**src/design/gcsf_pkg.sv**
```systemverilog
package gcsf_pkg;

	// list capacity and derived widths
	localparam int MAX_STOPS = 16;
	localparam int IDX_W = $clog2(MAX_STOPS);
	localparam int CNT_W = $clog2(MAX_STOPS + 1);

	// divider widths: dividend is a magnitude scaled by up to 2^16
	localparam int DIV_DVD_W = 48;
	localparam int DIV_DSR_W = 32;
	localparam int DIV_CNT_W = $clog2(DIV_DVD_W);

	localparam logic signed [31:0] Q_ONE = 32'sh0001_0000;
	localparam logic signed [31:0] Q_MAX = 32'sh7fff_ffff;
	localparam logic signed [31:0] Q_MIN = 32'sh8000_0000;

	// divide by 100 as multiply by 2^37/100 rounded up, then shift, exact for 32-bit magnitudes
	localparam logic [31:0] PCT_RECIP = 32'h51eb_851f;
	localparam int PCT_SHIFT = 37;

	// position kinds
	localparam logic [1:0] KIND_UNSET = 2'd0;
	localparam logic [1:0] KIND_PERCENT = 2'd1;
	localparam logic [1:0] KIND_LENGTH = 2'd2;

	typedef struct packed {
		logic [1:0] stop_kind;
		logic signed [31:0] stop_value;
		logic [31:0] stop_color;
		logic last_stop;
	} stop_in_t;

	typedef struct packed {
		logic [31:0] out_color;
		logic signed [31:0] out_position;
		logic out_last;
		logic out_dropped;
	} stop_out_t;

	// word between front and back
	typedef struct packed {
		logic store;
		logic last;
		logic dropped;
		logic known;
		logic signed [31:0] pos;
		logic [31:0] color;
	} entry_t;

	typedef struct packed {
		logic known;
		logic signed [31:0] pos;
		logic [31:0] color;
	} mem_word_t;

	localparam int MEM_W = $bits(mem_word_t);

	typedef enum logic [1:0] {
		F_IDLE,
		F_DIV,
		F_MUL
	} front_state_t;

	typedef enum logic [2:0] {
		B_LOAD,
		B_SCAN_RD,
		B_SCAN_CHK,
		B_INT_RD,
		B_INT_WAIT,
		B_EMIT_B
	} back_state_t;

	// signed saturation of a sign and magnitude quotient
	function automatic logic signed [31:0] sat_q16(input logic neg,
			input logic [DIV_DVD_W-1:0] q);
		logic signed [31:0] r;
		if (neg) begin
			if (q > DIV_DVD_W'(33'h0_8000_0000))
				r = Q_MIN;
			else
				r = -$signed(q[31:0]);
		end else begin
			if (q > DIV_DVD_W'(32'h7fff_ffff))
				r = Q_MAX;
			else
				r = $signed(q[31:0]);
		end
		return r;
	endfunction

endpackage

```
**src/design/gcsf_ram.sv**
```systemverilog
module gcsf_ram #(
	parameter int WIDTH = 8,
	parameter int DEPTH = 16
) (
	input logic clk,
	input logic we,
	input logic [$clog2(DEPTH)-1:0] waddr,
	input logic [WIDTH-1:0] wdata,
	input logic [$clog2(DEPTH)-1:0] raddr,
	output logic [WIDTH-1:0] rdata
);

	logic [WIDTH-1:0] mem [DEPTH];

	// one write port, registered read
	always_ff @(posedge clk) begin
		if (we)
			mem[waddr] <= wdata;
		rdata <= mem[raddr];
	end

endmodule

```
**src/design/gcsf_div.sv**
```systemverilog
module gcsf_div (
	input logic clk,
	input logic arst_n,
	input logic start,
	input logic [gcsf_pkg::DIV_DVD_W-1:0] dividend,
	input logic [gcsf_pkg::DIV_DSR_W-1:0] divisor,
	output logic done,
	output logic [gcsf_pkg::DIV_DVD_W-1:0] quotient
);
	import gcsf_pkg::*;

	logic busy_q;
	logic done_q;
	logic [DIV_CNT_W-1:0] cnt_q;
	logic [DIV_DVD_W-1:0] dvd_q;
	logic [DIV_DSR_W-1:0] rem_q;
	logic [DIV_DSR_W-1:0] dsr_q;
	logic [DIV_DSR_W:0] trial;
	logic [DIV_DSR_W:0] diff;
	logic ge;

	// one quotient bit per cycle, restoring
	assign trial = {rem_q, dvd_q[DIV_DVD_W-1]};
	assign diff = trial - {1'b0, dsr_q};
	assign ge = trial >= {1'b0, dsr_q};

	always_ff @(posedge clk or negedge arst_n) begin
		if (!arst_n) begin
			busy_q <= 1'b0;
			done_q <= 1'b0;
			cnt_q <= '0;
		end else begin
			done_q <= 1'b0;
			if (start) begin
				busy_q <= 1'b1;
				cnt_q <= DIV_CNT_W'(DIV_DVD_W - 1);
			end else if (busy_q) begin
				cnt_q <= cnt_q - 1'b1;
				if (cnt_q == '0) begin
					busy_q <= 1'b0;
					done_q <= 1'b1;
				end
			end
		end
	end

	always_ff @(posedge clk) begin
		if (start) begin
			dvd_q <= dividend;
			dsr_q <= divisor;
			rem_q <= '0;
		end else if (busy_q) begin
			dvd_q <= {dvd_q[DIV_DVD_W-2:0], ge};
			rem_q <= ge ? diff[DIV_DSR_W-1:0] : trial[DIV_DSR_W-1:0];
		end
	end

	assign done = done_q;
	assign quotient = dvd_q;

endmodule

```
**src/design/gcsf_front.sv**
```systemverilog
module gcsf_front (
	input logic clk,
	input logic arst_n,
	input logic start,
	input gcsf_pkg::stop_in_t item,
	input logic [30:0] line_length,
	input logic fifo_full,
	output logic busy,
	output logic push,
	output gcsf_pkg::entry_t push_entry
);
	import gcsf_pkg::*;

	front_state_t state_q, state_d;
	logic [CNT_W-1:0] count_q;
	logic signed [31:0] rmax_q;
	logic dropped_q;
	logic neg_q, first_q, last_q;
	logic [31:0] color_q;
	logic [63:0] pct_prod_q;

	logic accept, store, is_pct, is_len, needs_div;
	logic [31:0] mag;
	logic div_start, div_done;
	logic [DIV_DVD_W-1:0] div_dividend, div_q;
	logic [DIV_DSR_W-1:0] div_divisor;

	logic fin_known, fin_first, fin_last;
	logic signed [31:0] fin_raw, fin_pos, fin_rmax, fin_unset_last;
	logic fin_known_o;

	assign busy = (state_q != F_IDLE) || fifo_full;
	assign accept = start && !busy;
	assign store = count_q < CNT_W'(MAX_STOPS);
	assign is_pct = item.stop_kind == KIND_PERCENT;
	assign is_len = (item.stop_kind == KIND_LENGTH) && (line_length != '0);
	assign needs_div = is_pct || is_len;
	assign mag = item.stop_value[31] ? 32'(-item.stop_value) : item.stop_value;

	// divider operands, length stops only
	assign div_dividend = {mag, 16'h0000};
	assign div_divisor = DIV_DSR_W'(line_length);
	assign div_start = accept && store && is_len;

	gcsf_div u_div (
		.clk(clk),
		.arst_n(arst_n),
		.start(div_start),
		.dividend(div_dividend),
		.divisor(div_divisor),
		.done(div_done),
		.quotient(div_q)
	);

	// position fixup against the running maximum
	assign fin_unset_last = (rmax_q > Q_ONE) ? rmax_q : Q_ONE;
	always_comb begin
		fin_pos = '0;
		fin_known_o = fin_known;
		fin_rmax = rmax_q;
		if (fin_first) begin
			fin_known_o = 1'b1;
			fin_pos = fin_known ? fin_raw : '0;
			fin_rmax = fin_pos;
		end else if (fin_known) begin
			fin_pos = (fin_raw < rmax_q) ? rmax_q : fin_raw;
			fin_rmax = fin_pos;
		end else if (fin_last) begin
			fin_known_o = 1'b1;
			fin_pos = fin_unset_last;
		end
	end

	// select source of the finished stop
	always_comb begin
		state_d = state_q;
		push = 1'b0;
		fin_known = 1'b0;
		fin_raw = '0;
		fin_first = count_q == '0;
		fin_last = item.last_stop;
		push_entry = '0;
		push_entry.color = item.stop_color;
		push_entry.dropped = dropped_q;
		case (state_q)
			F_IDLE: begin
				fin_known = item.stop_kind == KIND_LENGTH;
				if (accept) begin
					if (!store) begin
						push = item.last_stop;
						push_entry.store = 1'b0;
						push_entry.last = 1'b1;
						push_entry.dropped = 1'b1;
						push_entry.known = 1'b1;
						push_entry.pos = fin_unset_last;
					end else if (needs_div) begin
						state_d = is_pct ? F_MUL : F_DIV;
					end else begin
						push = 1'b1;
						push_entry.store = 1'b1;
						push_entry.last = item.last_stop;
						push_entry.known = fin_known_o;
						push_entry.pos = fin_pos;
					end
				end
			end
			F_DIV: begin
				fin_known = 1'b1;
				fin_raw = sat_q16(neg_q, div_q);
				fin_first = first_q;
				fin_last = last_q;
				push_entry.color = color_q;
				if (div_done) begin
					push = 1'b1;
					push_entry.store = 1'b1;
					push_entry.last = last_q;
					push_entry.known = fin_known_o;
					push_entry.pos = fin_pos;
					state_d = F_IDLE;
				end
			end
			F_MUL: begin
				fin_known = 1'b1;
				fin_raw = sat_q16(neg_q, DIV_DVD_W'(pct_prod_q[63:PCT_SHIFT]));
				fin_first = first_q;
				fin_last = last_q;
				push_entry.color = color_q;
				push = 1'b1;
				push_entry.store = 1'b1;
				push_entry.last = last_q;
				push_entry.known = fin_known_o;
				push_entry.pos = fin_pos;
				state_d = F_IDLE;
			end
			default: state_d = F_IDLE;
		endcase
	end

	always_ff @(posedge clk or negedge arst_n) begin
		if (!arst_n)
			state_q <= F_IDLE;
		else
			state_q <= state_d;
	end

	// list bookkeeping
	always_ff @(posedge clk or negedge arst_n) begin
		if (!arst_n) begin
			count_q <= '0;
			rmax_q <= '0;
			dropped_q <= 1'b0;
		end else if (push && push_entry.last) begin
			count_q <= '0;
			rmax_q <= '0;
			dropped_q <= 1'b0;
		end else if (push) begin
			count_q <= count_q + 1'b1;
			rmax_q <= fin_rmax;
		end else if (accept && !store) begin
			dropped_q <= 1'b1;
		end
	end

	// held stop while dividing or scaling a percentage
	always_ff @(posedge clk) begin
		if (accept && store && needs_div) begin
			neg_q <= item.stop_value[31];
			first_q <= count_q == '0;
			last_q <= item.last_stop;
			color_q <= item.stop_color;
			pct_prod_q <= 64'(mag) * 64'(PCT_RECIP);
		end
	end

endmodule

```
**src/design/gcsf_fifo.sv**
```systemverilog
module gcsf_fifo (
	input logic clk,
	input logic arst_n,
	input logic push,
	input gcsf_pkg::entry_t push_entry,
	output logic full,
	output logic valid,
	input logic pop,
	output gcsf_pkg::entry_t head
);
	import gcsf_pkg::*;

	entry_t slot_q [2];
	logic wptr_q, rptr_q;
	logic [1:0] cnt_q;

	assign full = cnt_q == 2'd2;
	assign valid = cnt_q != 2'd0;
	assign head = slot_q[rptr_q];

	always_ff @(posedge clk or negedge arst_n) begin
		if (!arst_n) begin
			wptr_q <= 1'b0;
			rptr_q <= 1'b0;
			cnt_q <= '0;
		end else begin
			if (push)
				wptr_q <= ~wptr_q;
			if (pop)
				rptr_q <= ~rptr_q;
			cnt_q <= cnt_q + 2'(push) - 2'(pop);
		end
	end

	always_ff @(posedge clk) begin
		if (push)
			slot_q[wptr_q] <= push_entry;
	end

endmodule

```
**src/design/gcsf_back.sv**
```systemverilog
module gcsf_back (
	input logic clk,
	input logic arst_n,
	input logic fifo_valid,
	input gcsf_pkg::entry_t fifo_head,
	output logic pop,
	output logic strobe,
	output gcsf_pkg::stop_out_t result
);
	import gcsf_pkg::*;

	back_state_t state_q, state_d;
	logic [CNT_W-1:0] cnt_q, n_q;
	logic last_known_q, dropped_q;
	logic [31:0] last_color_q, b_color_q;
	logic [IDX_W-1:0] a_idx_q, b_idx_q, i_q, k_q;
	logic signed [31:0] a_pos_q, b_pos_q;
	logic strobe_q;
	stop_out_t result_q;

	logic we;
	logic [IDX_W-1:0] waddr, raddr, span;
	mem_word_t wdata, rdata;
	logic [MEM_W-1:0] rdata_raw;

	logic emit, emit_last;
	logic [31:0] emit_color;
	logic signed [31:0] emit_pos;

	logic div_start, div_done;
	logic [DIV_DVD_W-1:0] div_dividend, div_q;
	logic [31:0] gap;

	gcsf_ram #(
		.WIDTH(MEM_W),
		.DEPTH(MAX_STOPS)
	) u_ram (
		.clk(clk),
		.we(we),
		.waddr(waddr),
		.wdata(wdata),
		.raddr(raddr),
		.rdata(rdata_raw)
	);
	assign rdata = mem_word_t'(rdata_raw);

	// interior stop: base + gap * k / span
	assign span = b_idx_q - a_idx_q;
	assign gap = 32'(b_pos_q - a_pos_q);
	assign div_dividend = DIV_DVD_W'(gap) * DIV_DVD_W'(k_q);
	assign div_start = state_q == B_INT_RD;

	gcsf_div u_div (
		.clk(clk),
		.arst_n(arst_n),
		.start(div_start),
		.dividend(div_dividend),
		.divisor(DIV_DSR_W'(span)),
		.done(div_done),
		.quotient(div_q)
	);

	assign raddr = (state_q == B_INT_RD || state_q == B_INT_WAIT) ? a_idx_q + k_q : i_q;

	// load, scan and emit sequencer
	always_comb begin
		state_d = state_q;
		pop = 1'b0;
		we = 1'b0;
		waddr = cnt_q[IDX_W-1:0];
		wdata = {fifo_head.known, fifo_head.pos, fifo_head.color};
		emit = 1'b0;
		emit_last = 1'b0;
		emit_color = rdata.color;
		emit_pos = rdata.pos;
		case (state_q)
			B_LOAD: begin
				pop = fifo_valid;
				if (fifo_valid) begin
					if (fifo_head.store) begin
						we = 1'b1;
					end else if (!last_known_q) begin
						we = fifo_head.last;
						waddr = IDX_W'(cnt_q - 1'b1);
						wdata = {1'b1, fifo_head.pos, last_color_q};
					end
					if (fifo_head.last)
						state_d = B_SCAN_RD;
				end
			end
			B_SCAN_RD: state_d = B_SCAN_CHK;
			B_SCAN_CHK: begin
				if (i_q == '0) begin
					emit = 1'b1;
					emit_last = n_q == CNT_W'(1);
					state_d = emit_last ? B_LOAD : B_SCAN_RD;
				end else if (rdata.known) begin
					state_d = (i_q - a_idx_q == IDX_W'(1)) ? B_EMIT_B : B_INT_RD;
				end else begin
					state_d = B_SCAN_RD;
				end
			end
			B_INT_RD: state_d = B_INT_WAIT;
			B_INT_WAIT: begin
				if (div_done) begin
					emit = 1'b1;
					emit_pos = a_pos_q + $signed(div_q[31:0]);
					state_d = (k_q + 1'b1 == span) ? B_EMIT_B : B_INT_RD;
				end
			end
			B_EMIT_B: begin
				emit = 1'b1;
				emit_color = b_color_q;
				emit_pos = b_pos_q;
				emit_last = CNT_W'(b_idx_q) + 1'b1 == n_q;
				state_d = emit_last ? B_LOAD : B_SCAN_RD;
			end
			default: state_d = B_LOAD;
		endcase
	end

	always_ff @(posedge clk or negedge arst_n) begin
		if (!arst_n) begin
			state_q <= B_LOAD;
			cnt_q <= '0;
			n_q <= '0;
			last_known_q <= 1'b0;
			dropped_q <= 1'b0;
			strobe_q <= 1'b0;
			i_q <= '0;
			k_q <= '0;
			a_idx_q <= '0;
			b_idx_q <= '0;
		end else begin
			state_q <= state_d;
			strobe_q <= emit;
			// list fill
			if (state_q == B_LOAD && fifo_valid) begin
				if (fifo_head.store) begin
					last_known_q <= fifo_head.known;
				end
				if (fifo_head.last) begin
					n_q <= cnt_q + CNT_W'(fifo_head.store);
					dropped_q <= fifo_head.dropped;
					cnt_q <= '0;
					i_q <= '0;
				end else begin
					cnt_q <= cnt_q + CNT_W'(fifo_head.store);
				end
			end
			// scan for the next known stop
			if (state_q == B_SCAN_CHK) begin
				if (i_q == '0) begin
					a_idx_q <= '0;
					i_q <= IDX_W'(1);
				end else if (rdata.known) begin
					b_idx_q <= i_q;
					k_q <= IDX_W'(1);
				end else begin
					i_q <= i_q + 1'b1;
				end
			end
			if (state_q == B_INT_WAIT && div_done)
				k_q <= k_q + 1'b1;
			if (state_q == B_EMIT_B) begin
				a_idx_q <= b_idx_q;
				i_q <= b_idx_q + 1'b1;
			end
		end
	end

	// payload registers
	always_ff @(posedge clk) begin
		if (state_q == B_LOAD && fifo_valid && fifo_head.store)
			last_color_q <= fifo_head.color;
		if (state_q == B_SCAN_CHK) begin
			if (i_q == '0)
				a_pos_q <= rdata.pos;
			b_pos_q <= rdata.pos;
			b_color_q <= rdata.color;
		end
		if (state_q == B_EMIT_B)
			a_pos_q <= b_pos_q;
		if (emit) begin
			result_q.out_color <= emit_color;
			result_q.out_position <= emit_pos;
			result_q.out_last <= emit_last;
			result_q.out_dropped <= dropped_q;
		end
	end

	assign strobe = strobe_q;
	assign result = result_q;

endmodule

```
**src/design/gradient_color_stop_fixup_core.sv**
```systemverilog
// Gradient color stop fixup. Stops are written one word per start pulse; a
// stop whose position is unset or a length on a zero-length line is pushed as
// it is accepted, a percentage goes through a reciprocal multiply and then
// fixup, and a length position waits on the 48-step bit-serial divider in the
// front end. On the word that carries last_stop the back end replays the stored
// list and puts out one result word per stop on strobe, each for one cycle with
// no way to hold it: the first stop after a read and check, each later known
// stop after a read, a check and an emit state, and each interpolated stop
// after a read state and one 48-step divide. The front end keeps taking the
// next list during emission until its two-word queue fills. Stops beyond 16
// in a list are dropped and out_dropped is set on that list.
module gradient_color_stop_fixup_core (
	input logic clk,
	input logic arst_n,
	input logic start,
	input gcsf_pkg::stop_in_t item,
	output logic busy,
	input logic cfg_we,
	input logic [30:0] cfg_data,
	output logic strobe,
	output gcsf_pkg::stop_out_t result
);
	import gcsf_pkg::*;

	logic [30:0] line_length_q;
	logic push, fifo_full, fifo_valid, pop;
	entry_t push_entry, fifo_head;

	// line length register
	always_ff @(posedge clk or negedge arst_n) begin
		if (!arst_n)
			line_length_q <= '0;
		else if (cfg_we)
			line_length_q <= cfg_data;
	end

	gcsf_front u_front (
		.clk(clk),
		.arst_n(arst_n),
		.start(start),
		.item(item),
		.line_length(line_length_q),
		.fifo_full(fifo_full),
		.busy(busy),
		.push(push),
		.push_entry(push_entry)
	);

	gcsf_fifo u_fifo (
		.clk(clk),
		.arst_n(arst_n),
		.push(push),
		.push_entry(push_entry),
		.full(fifo_full),
		.valid(fifo_valid),
		.pop(pop),
		.head(fifo_head)
	);

	gcsf_back u_back (
		.clk(clk),
		.arst_n(arst_n),
		.fifo_valid(fifo_valid),
		.fifo_head(fifo_head),
		.pop(pop),
		.strobe(strobe),
		.result(result)
	);

endmodule

```
**config.mk**
```make
export PLATFORM = sky130hd
export DESIGN_NAME = gradient_color_stop_fixup_core
export DESIGN_NICKNAME = d
export VERILOG_FILES = /design/src/design/gcsf_pkg.sv /design/src/design/gcsf_ram.sv /design/src/design/gcsf_div.sv /design/src/design/gcsf_front.sv /design/src/design/gcsf_fifo.sv /design/src/design/gcsf_back.sv /design/src/design/gradient_color_stop_fixup_core.sv
export SDC_FILE = /design/constraint.sdc
export NUM_CORES = 2
export LEC_CHECK = 0
export BUFFER_PORTS_ARGS = -buffer_cell sky130_fd_sc_hd__buf_2
export CAP_MARGIN = 20
export CORE_ASPECT_RATIO = 2
export CORE_MARGIN = 2
export CORE_UTILIZATION = 55
export CTS_CLUSTER_DIAMETER = 120
export DETAILED_ROUTE_END_ITERATION = 10
export PLACE_DENSITY = 0.71
export SYNTH_ARGS = -nofsm -noshare
export SYNTH_HDL_FRONTEND = slang
export SYNTH_SLANG_ARGS = --single-unit
```
**constraint.sdc**
```tcl
create_clock -name clk -period 7.8 [get_ports clk]
set_input_delay 1.56 -clock clk [delete_from_list [all_inputs] [get_ports clk]]
set_output_delay 1.56 -clock clk [all_outputs]
set_load 0.02 [all_outputs]
```
Yosys cells after proc, flatten, opt, wreduce, memory -nomap -nowiden
Memory sizes are Yosys's and may differ from the RTL's. A register that Yosys moved wholly into a read port is not among the register bits.
Cells that the tools add are included.
Operators by class
  add/subtract/negate cells: 21
  multiply operators: 2
  div/mod/pow operators: 0
  $lt $le $gt $ge: 7
  equality and inequality tests: 23
  shift-type cells: 0
  muxes and demuxes: 125
  bitwise logic cells: 3
  reduce and logical (&&, ||, !) cells: 43
Operators by type and width (count)
  $mux 32: 23
  $mux 65: 4
  $pmux 32 s2: 2
  $mux 36: 3
  $mux 33: 3
  $pmux 33 s3: 1
  $mux 48: 2
  $mux 4: 18
  $neg 32->32: 2
  $mul 32x31->63 const B: 1
  $gt 48x31->1 const B: 1
  $gt 48x32->1 const B: 1
  $mux 1: 40
  $mul 32x4->36: 1
  $ge 33x31->1: 1
  $ge 33x4->1: 1
  $add 32x32->32: 1
  $gt 32x18->1 const B: 1
  $lt 32x32->1: 1
  $neg 26->32: 1
  $sub 32x31->32: 1
  $sub 32x32->32: 1
  $sub 32x4->32: 1
  $reduce_bool 31->1: 1
  46 further kinds: 112
Storage, ports and cells
  register bits after elaboration: 610
  latch bits: 0
  bits in writable memories: 1176
  memory bits (read-only): 0
  input port bits: 102
  output and inout bits: 68
  word-level logic and storage cells: 271
  memories: 2
Memories
  u_back.u_ram.mem: depth 16, width 65, read ports 1, clocked after Yosys merged registers in 1, wr ports 1, line gcsf_ram.sv:13  | logic [WIDTH-1:0] mem [DEPTH];
  u_fifo.slot_q: depth 2, width 68, read ports 1, clocked after Yosys merged registers in 0, wr ports 1, line gcsf_fifo.sv:13  | entry_t slot_q [2];

Logic depth before layout (Yosys ltp)
  word-level depth: 15
  mapped depth: 33
  mapped depth without buffers: 33

Modules after synthesis
A second synthesis with hierarchy kept.
Second synthesis, totals
  cell total of the unflattened synthesis: 7818
  area, all modules: 102668.5 µm²
Modules (own cells, without submodules)
  gcsf_ram: instances 1, cells an instance 1673, area an instance 40239.8 µm², sequential area each 32531.2 µm²
  gcsf_front: instances 1, cells an instance 2628, area an instance 24771.3 µm², sequential area each 2832.7 µm²
  gcsf_back: instances 1, cells an instance 1913, area an instance 17296.6 µm², sequential area each 6626.4 µm²
  gcsf_div: instances 2, cells an instance 656, area an instance 7026.7 µm², sequential area each 3243.1 µm²
  gcsf_fifo: instances 1, cells an instance 227, area an instance 5148.7 µm², sequential area each 4184.0 µm²
  gradient_color_stop_fixup_core: instances 1, cells an instance 65, area an instance 1158.6 µm², sequential area each 775.7 µm²

Worst setup path before layout
Ideal clock, no wire load.
  kind: input to register
  from: in item[42] (netlist name)
  to: reg u_front.pct_prod_q[61], data pin
  setup time: 0.258 ns
  data arrival time: 9.982 ns
  path slack: -2.439 ns
  stages on the path: 31
  path buffers: 0
  cells stage by stage: or4_1 > nor4_1 > nand2b_1 > or2_2 > o21ai_0 > xor2_1 > inv_1 > xnor2_1 > ha_1 > or2_2 > fa_1 > inv_1 > fa_1 > inv_1 > fa_1 > fa_1 > fa_1 > inv_1 > fa_1 > inv_1 > ha_1 > a21oi_1 > o221ai_1 > o2111ai_1 > a2111oi_0 > o2111ai_1 > a21oi_1 > o21ai_0 > a31oi_1 > a21oi_1 > xnor2_1
On the way
  cells in the longest elaborated chain, start to end: 3
RTL lines
  start, declared: line gradient_color_stop_fixup_core.sv:16  | input gcsf_pkg::stop_in_t item,
  $neg 32->32: line gcsf_front.sv:38  | assign mag = item.stop_value[31] ? 32'(-item.stop_value) : item.stop_value;
  $mux 32 *: line gcsf_front.sv:38
  $mul 32x31->63 *: line gcsf_front.sv:171  | pct_prod_q <= 64'(mag) * 64'(PCT_RECIP);
  end signal, assigned: line gcsf_front.sv:171
  end, declared: line gcsf_front.sv:20  | logic [63:0] pct_prod_q;
Every way passes the cells marked *; elsewhere a longest branch is shown, timed or not.
A chain may end at the register's enable or synchronous reset.

Worst setup path in the final report
  from: in item[42] (netlist name)
  to: reg u_front.pct_prod_q[56], data pin
The elaborated chain is that of the path after synthesis.

==> flow_metrics.tcl <==
set metrics [dict create \
    status "finished, violations left" \
    violations "setup timing" \
    ys.warnings.count 0 \
    layout.nets 10090 \
    firstDrtPassIters 6 \
    min_delay_path_depth 0 \
    dieArea_sq_um 186800 \
    fmax_mhz 105.8 \
    grt_usage 0.3121 \
    num_rows 222 \
    synth_edf_count 1534 \
    cp.required_ns 8.31 \
    whs_ns 0.4236 \
    syn_inst 8373 \
    vias 68610 \
    async_reset_ff_frac 0.06781 \
    synth_cell_types 85 \
    clockRootBuffer "clkbuf_16" \
    critPathLaunchType "primary input" \
    routed_wl_mm 293.8 \
    fin_crit_ns 9.454 \
    clk_pin_slew_ns 0.07 \
    critPathArrivalTime_ns 9.96 \
    yosysSeqAreaShare 0.5192 \
    antenna_left 0 \
    rsz0062_at_grt "true" \
    hp-class "flip-flop to flip-flop" \
    dieHeight_um 609.2 \
    wire_per_inst_um 25.60 \
    ys_ff_latch 1814 \
    cap_violations 0 \
    die_x_um 306.6 \
    slew_viol_final 0 \
    core_area_sq_um 182500 \
    io_pins 170 \
    fin_util 0.6326 \
    critPathMaxFanout 4 \
    finalSetupViolCount 26 \
    grt_pass1_vias 71510 \
    cts_buffers 165 \
    worst_pin_slew_ns 1.129 \
    drt_iter0_drc 5123 \
    dpl.hpwl_mm 209.7 \
    syn_nets 9477 \
    fin_ws_ns -1.654 \
    cts_sinks 1814 \
    tritoncts "built" \
    post-place-ws_ns -3.212 \
    final_common_cell "edfxtp_1" \
    slew_headroom 0.2373 \
    rrSetupSlack_ns 0.43 \
    syn_area_per_cell_sq_um 12.03 \
    end_kind "flip-flop" \
    initial_core_util 0.5519 \
    fin_crit_sh 1.212 \
    area_growth_pct 14.63 \
    syn-cell-area_sq_um 100700 \
    slowest_stage "fa_2" \
    gp_congestion 1.074 \
    worstSetupPathType "primary input to flip-flop" \
    final.setup_skew_ns 0.06674 \
    clk_path_buf_depth 4 \
    synth_ff_type "edfxtp_1" \
    reg2regPathDepth 28 \
    drive_gt1_frac 0.1659 \
    hold_violations 0 \
    grt_pass1_wl_mm 432.1 \
    h-tree-depth 4 \
    drc 0 \
    avgViaCountPerCell 5.979 \
    clk_latency_ns 0.82 \
    grt_max_degree 176 \
    grt.overflow.total 0 \
    io_buffers 169 \
    grt_antenna_before_repair 12 \
    cpPeakStageDelay_ns 0.56 \
    final_cell_mix "1534 x edfxtp_1, 843 x inv_1, 588 x buf_4, 555 x nand2_1, 546 x a211oi_1" \
    cp_common_cell "fa_1" \
]
registers in the layout, indices dropped and copies added (netlist names), 48 cells and up:
| signal | count |
|---|---|
| u_fifo.slot_q | 136 |
| u_back.u_ram.mem | 1040 |
| u_back.u_ram.rdata | 65 |
| u_back.u_div.quotient | 48 |
| u_front.u_div.quotient | 48 |
| u_back.result | 66 |
critical path: cells and delay by family:
family / cells / cell delay, ns
compound gates: 7 / 1.39
simple gates: 8 / 1.66
xor+xnor: 1 / 0.19
fa+ha+maj: 9 / 3.79
buf+inv: 11 / 1.35
Yosys cell counts (183+ instances only):
library cell  instances  area share
inv_1               878       0.033
nor2_1              327       0.012
edfxtp_1           1534        0.46
clkbuf_1            322       0.012
a21oi_1             535       0.027
nand2_1             565       0.021
mux2i_1             318       0.032
fa_1                422       0.084
o21ai_0             275       0.014
ha_1                580       0.072
a211oi_1            549       0.041
nor2b_1             295       0.018
xnor2_1             183       0.016
routing by layer:
metal	wire length (um)	vias to the layer above	GRT usage
met5	43	-	0
met4	30520	6	0.2672
met3	12140	928	0.03638
met2	154600	2147	0.5773
met1	96460	34180	0.3062
li1	-	31350	-
area by class of cell:
cell class / instances / area [sq um]
fillers: 14010 / 67040
diodes: 15 / 37.54
inverters: 884 / 3329
clock buffers: 211 / 4487
clock inverters: 83 / 768.2
multi-input cells: 5297 / 45210
well taps: 2352 / 2943
flip-flops and latches: 1814 / 52290
repair buffers: 819 / 6379
stage by stage:
stage	area, sq um	TNS (ns)	instances
after floorplan	101200	-37.83	8373
after global routing	115400	-43.83	11470
final	115500	-37.17	11480
after global placement	108800	-74.13	11120
after detailed placement	108800	-76.29	11120
after CTS	115000	-34.40	11440
worst paths after layout:
check | end | startpoint
setup / recovery | u_front.pct_prod_q[56] | item[42]
hold / removal | u_back.b_color_q[19] | u_back.u_ram.rdata[19]
setup reg to reg | u_back.u_div.quotient[35] | u_back.b_pos_q[0]
hold reg to reg | u_back.b_color_q[19] | u_back.u_ram.rdata[19]
max in group asynchronous | u_fifo.rptr_q | arst_n
min in group asynchronous | line_length_q[9] | arst_n
what timing repair did:
action                                  CTS  global route
hold buffers                              0             0
pin swaps                               106            51
resized for setup                       142            63
endpoints found under the hold margin     0             0
endpoints found under the setup margin   26            26
setup buffers                            36            19
logic make-up after synthesis:
| logic type | count (synthesis) | share of synthesized area |
|---|---|---|
| buffers and inverters | 1262 | 0.04746 |
| flip-flops | 1814 | 0.5192 |
| adder cells (fa/ha/maj) | 1002 | 0.1559 |
| AO/OA/AOI/OAI | 1832 | 0.1195 |
| XOR/XNOR | 294 | 0.02557 |
| multiplexers | 493 | 0.05117 |
| AND/OR/NAND/NOR | 1676 | 0.08124 |
Power is left out: the tool's default activity adds up to more than one toggle a clock period on the data nets, which glitch-free logic cannot reach.
